==> src/hw/rtl/prs_pkg.sv <==
// Shared types, constants and the ordering function of the periodic release scheduler.
package prs_pkg;

  localparam int unsigned CAPACITY = 64;
  localparam int unsigned ID_W     = 16;
  localparam int unsigned PER_W    = 16;
  localparam int unsigned DUE_W    = 48;
  localparam int unsigned IDX_W    = (CAPACITY > 1) ? $clog2(CAPACITY) : 1;
  localparam int unsigned CNT_W    = $clog2(CAPACITY + 1);

  typedef enum logic [1:0] {
    CMD_CLEAR = 2'd0,
    CMD_ADD   = 2'd1,
    CMD_NEXT  = 2'd2
  } cmd_e;

  typedef enum logic [1:0] {
    ST_OK    = 2'd0,
    ST_EMPTY = 2'd1,
    ST_FULL  = 2'd2
  } status_e;

  typedef enum logic [1:0] {
    OP_NONE    = 2'd0,
    OP_INSERT  = 2'd1,
    OP_REPLACE = 2'd2,
    OP_CLEAR   = 2'd3
  } op_e;

  typedef enum logic [1:0] {
    S_IDLE = 2'd0,
    S_POP  = 2'd1,
    S_PUSH = 2'd2,
    S_RESP = 2'd3
  } state_e;

  typedef struct packed {
    cmd_e              command;
    logic [ID_W-1:0]   user_id;
    logic [PER_W-1:0]  period;
  } in_t;

  typedef struct packed {
    logic [ID_W-1:0]   next_user;
    status_e           status;
  } out_t;

  // One registration as held by a cell. The table position breaks full ties.
  typedef struct packed {
    logic              vld;
    logic [DUE_W-1:0]  due;
    logic [ID_W-1:0]   id;
    logic [IDX_W-1:0]  idx;
    logic [PER_W-1:0]  per;
  } cell_t;

  typedef struct packed {
    op_e    op;
    cell_t  x;
  } cell_ctrl_t;

  // True when entry a is served before entry b.
  function automatic logic key_less(cell_t a, cell_t b);
    return {a.due, a.id, a.idx} < {b.due, b.id, b.idx};
  endfunction

endpackage

==> src/hw/rtl/prs_cell.sv <==
// One cell of the sorted chain: holds one registration and shifts with its neighbors.
module prs_cell
  import prs_pkg::*;
(
  input  logic        clk_i,
  input  logic        rst_ni,
  input  cell_ctrl_t  ctrl_i,
  input  logic        head_i,
  input  cell_t       left_i,
  input  logic        lt_left_i,
  input  cell_t       right_i,
  input  logic        lt_right_i,
  output cell_t       self_o,
  output logic        lt_o
);

  cell_t ent_q, ent_d;
  logic  lt_own;

  assign lt_own = ent_q.vld && key_less(ent_q, ctrl_i.x);
  assign lt_o   = lt_own;
  assign self_o = ent_q;

  always_comb begin
    ent_d = ent_q;
    case (ctrl_i.op)
      OP_INSERT: begin
        // Entries after the new one move one place toward the tail.
        if (!lt_own) begin
          ent_d = lt_left_i ? ctrl_i.x : left_i;
        end
      end
      OP_REPLACE: begin
        // The head leaves; earlier entries move toward the head around the reinserted one.
        if (lt_right_i) begin
          ent_d = right_i;
        end else if (lt_own || head_i) begin
          ent_d = ctrl_i.x;
        end
      end
      OP_CLEAR: begin
        ent_d.vld = 1'b0;
      end
      default: begin
        ent_d = ent_q;
      end
    endcase
  end

  always_ff @(posedge clk_i or negedge rst_ni) begin
    if (!rst_ni) begin
      ent_q <= '0;
    end else begin
      ent_q <= ent_d;
    end
  end

endmodule

==> config.mk <==
export PLATFORM = sky130hd
export DESIGN_NAME = prs_cell
export DESIGN_NICKNAME = d
export VERILOG_FILES = /design/src/hw/rtl/prs_pkg.sv /design/src/hw/rtl/prs_cell.sv
export SDC_FILE = /design/constraint.sdc
export NUM_CORES = 1
export LEC_CHECK = 0
export BUFFER_PORTS_ARGS = -buffer_cell sky130_fd_sc_hd__buf_2
export CAP_MARGIN = 10
export CORE_MARGIN = 1
export CORE_UTILIZATION = 30
export CTS_BUF_LIST = sky130_fd_sc_hd__clkbuf_16
export CTS_CLUSTER_SIZE = 28
export DETAILED_ROUTE_END_ITERATION = 8
export GPL_TIMING_DRIVEN = 0
export SYNTH_ARGS = -nofsm -noshare
export SYNTH_HDL_FRONTEND = slang
export SYNTH_SLANG_ARGS = --single-unit
==> constraint.sdc <==
create_clock -name clk_i -period 3.9 [get_ports clk_i]
set_input_delay 0.585 -clock clk_i [delete_from_list [all_inputs] [get_ports clk_i]]
set_output_delay 0.585 -clock clk_i [all_outputs]
set_load 0.1 [all_outputs]
==> results.json <==
{
  "status": "finished clean",
  "worst_clock_skew_ns": 0.00898,
  "max_stage_delay_ns": 0.40,
  "dp_cells": 1366,
  "cts_htree_levels": 3,
  "p_clk_frac": 0.170,
  "drive_above_1_share": 0.429,
  "syn2layout_area_growth_pct": 37.9,
  "numCtsBuffers": 9,
  "ant_nets": 0,
  "num_vias": 6627,
  "tns_ns": 0,
  "globalRoute.totalOverflow": 0,
  "synth_flop_cell": "dfrtp_1",
  "syn-num-nets": 1072,
  "post_cts_buffers": 0,
  "via_per_inst": 4.79,
  "slew_violations": 0,
  "rsz0062_at_grt": "no",
  "wl_per_cell_um": 16.3,
  "clk_latency_ns": 0.34,
  "grtUsageMet3": 0.0363,
  "yosysUniqueCellTypes": 37,
  "cp-end-kind": "output port",
  "port_buffers": 355,
  "dieHeight_um": 150,
  "finalSetupViolations": 0,
  "p_per_area_nw_per_um2": 636,
  "final_common_cell": "buf_2",
  "grt_max_degree": 52,
  "first_global_vias": 6309,
  "syn-instance-count": 735,
  "crit_chain": "ha_1 > a21oi_1 > o21ai_0 > a221oi_1 > a31oi_1 > a2111oi_2 > o41a_2 > nor2b_1 > nor2_2 > clkbuf_4",
  "clockBufferDepth": 2,
  "pwr-share-comb": 0.595,
  "arrival_ns": 2.99,
  "io_pins": 356,
  "vdd_ir_drop_max_mv": 0.378,
  "min_period_ns": 3.57,
  "slew_headroom": 0.402,
  "fmax_mhz": 280,
  "synthArstFlopShare": 1.00,
  "fin_nets": 1439,
  "largest_reg_flops": 87,
  "cpMaxStageDelayCell": "dfrtp_1",
  "yosysSeqAreaShare": 0.332,
  "p_sw_frac": 0.553,
  "rows": 53,
  "p_int_mw": 2.57,
  "use_met1": 0.255,
  "dp_slack_ns": 0.0711,
  "placed_cell_area_um2": 8710,
  "die_x_um": 150,
  "synth_area_per_cell_um2": 8.92,
  "drc": 0,
  "initial_core_util": 0.309,
  "top_usage_layer": "met2",
  "design.core.area_um2": 21200,
  "final_area_um2": 9040,
  "syn_area_um2": 6560,
  "seq_area_um2": 2180,
  "cpLargestDelayFamily": "compound AO/OA/AOI/OAI gates",
  "hold_viol": 0,
  "dp_hpwl_um": 18200,
  "worst_slack_ns": 0.329,
  "finalWeightedCongestion": 0.875,
  "stdcell_count": 1383,
  "post-route-period-util": 0.916,
  "netSwitchingPower_mw": 3.18,
  "multi_input_area_um2": 3910,
  "report.power.total_mw": 5.75,
  "clkSinkCount": 87,
  "crit_type": "register to output port",
  "fill_cells": 2176,
  "worstPathRequired_ns": 3.31,
  "hold_ws_ns": 0.222,
  "cap_violations": 0,
  "final_cell_mix": "buf_2 (353), nor2_1 (184), o22ai_1 (87), dfrtp_1 (87), inv_1 (71)",
  "synth_edf_count": 0,
  "grtUsageMet2": 0.343,
  "firstDrtPassIters": 4,
  "hp-class": "primary input to asynchronous set/reset pin",
  "postCtsHoldBufs": 0,
  "cp.buffers_inverters": 1,
  "dieArea_um2": 22400,
  "grt_pass1_wl_um": 34100,
  "utilization": 0.426,
  "worst_pin_slew_ns": 0.897,
  "cp_max_fo": 3,
  "clk_pin_slew_ns": 0.07,
  "p_leak_nw": 4.69,
  "drt_first_iter_violations": 165,
  "cts_tree": "built",
  "root_buffer": "clkbuf_16",
  "p_seq_frac": 0.235,
  "ys_ff_latch": 87,
  "grt_usage": 0.200,
  "routed_wl_um": 22500,
  "antenna_found_initial": 0,
  "cts-resized-gates": 0,
  "critPathLaunchType": "register",
  "yosys_warnings": 0
}
-- path summary, 6_finish.rpt --
check	from	to	slack, ns	depth (start not counted)
worst min register to register	self_o[11]	self_o[11]	0.51	1
max in group asynchronous	rst_ni	self_o[69]	3.01	2
worst max-delay path	self_o[43]	lt_o	0.33	10
min in group clk_i	self_o[11]	self_o[11]	0.51	1
worst max register to register	self_o[69]	self_o[13]	0.52	10
worst min-delay path	rst_ni	self_o[29]	0.22	1
-- Yosys cell counts (3+ instances only) --
cell type,count,area (µm²)
clkbuf_1,26,97.6
a21o_1,7,52.6
nor3_1,3,15.0
o22ai_1,87,544
buf_8,4,60.1
inv_1,71,267
nor2_1,185,694
nor2b_1,4,25.0
a21oi_1,22,110
mux2_2,47,529
a221oi_1,3,26.3
dfrtp_1,87,2180
nand2b_1,3,18.8
nand4_1,11,68.8
nand3_1,3,15.0
o21ai_0,10,50.1
ha_1,69,863
mux2_4,40,601
a211oi_1,3,22.5
nand2_1,23,86.3
buf_4,4,30.0
-- cell type report --
class / count / share of cell area
Sequential cell: 87 / 0.241
Buffer: 37 / 0.0228
Clock buffer: 9 / 0.0249
Multi-Input combinational cell: 540 / 0.432
Antenna cell: 1 / 0.000277
Tap cell: 275 / 0.0381
Clock inverter: 7 / 0.0113
Timing Repair Buffer: 356 / 0.200
Inverter: 71 / 0.0295
-- power groups by stage --
stage	clock network, mW	registers (mW)	logic [mW]
after floorplan	0	3.14	0.922
after global placement	0	1.36	3.42
after detailed placement	0	1.37	3.44
after CTS	1.02	1.35	3.45
after global routing	1.04	1.39	3.62
final	0.977	1.35	3.43
-- cell families after synthesis --
logic type	count (synthesis)	synth area share
AOI/OAI and AO/OA	143	0.140
buffers and inverters	108	0.0721
adders and majority gates	69	0.132
muxes	89	0.175
and+or+nand+nor	239	0.149
DFF	87	0.332
-- layer usage --
metal / up-vias / part of all wire
met3: 24 / 0.057
li1: 3325 / -
met4: 0 / 0.018
met5: - / 0
met2: 255 / 0.48
met1: 3023 / 0.44
Note: power is estimated with default switching activity, not from simulation.
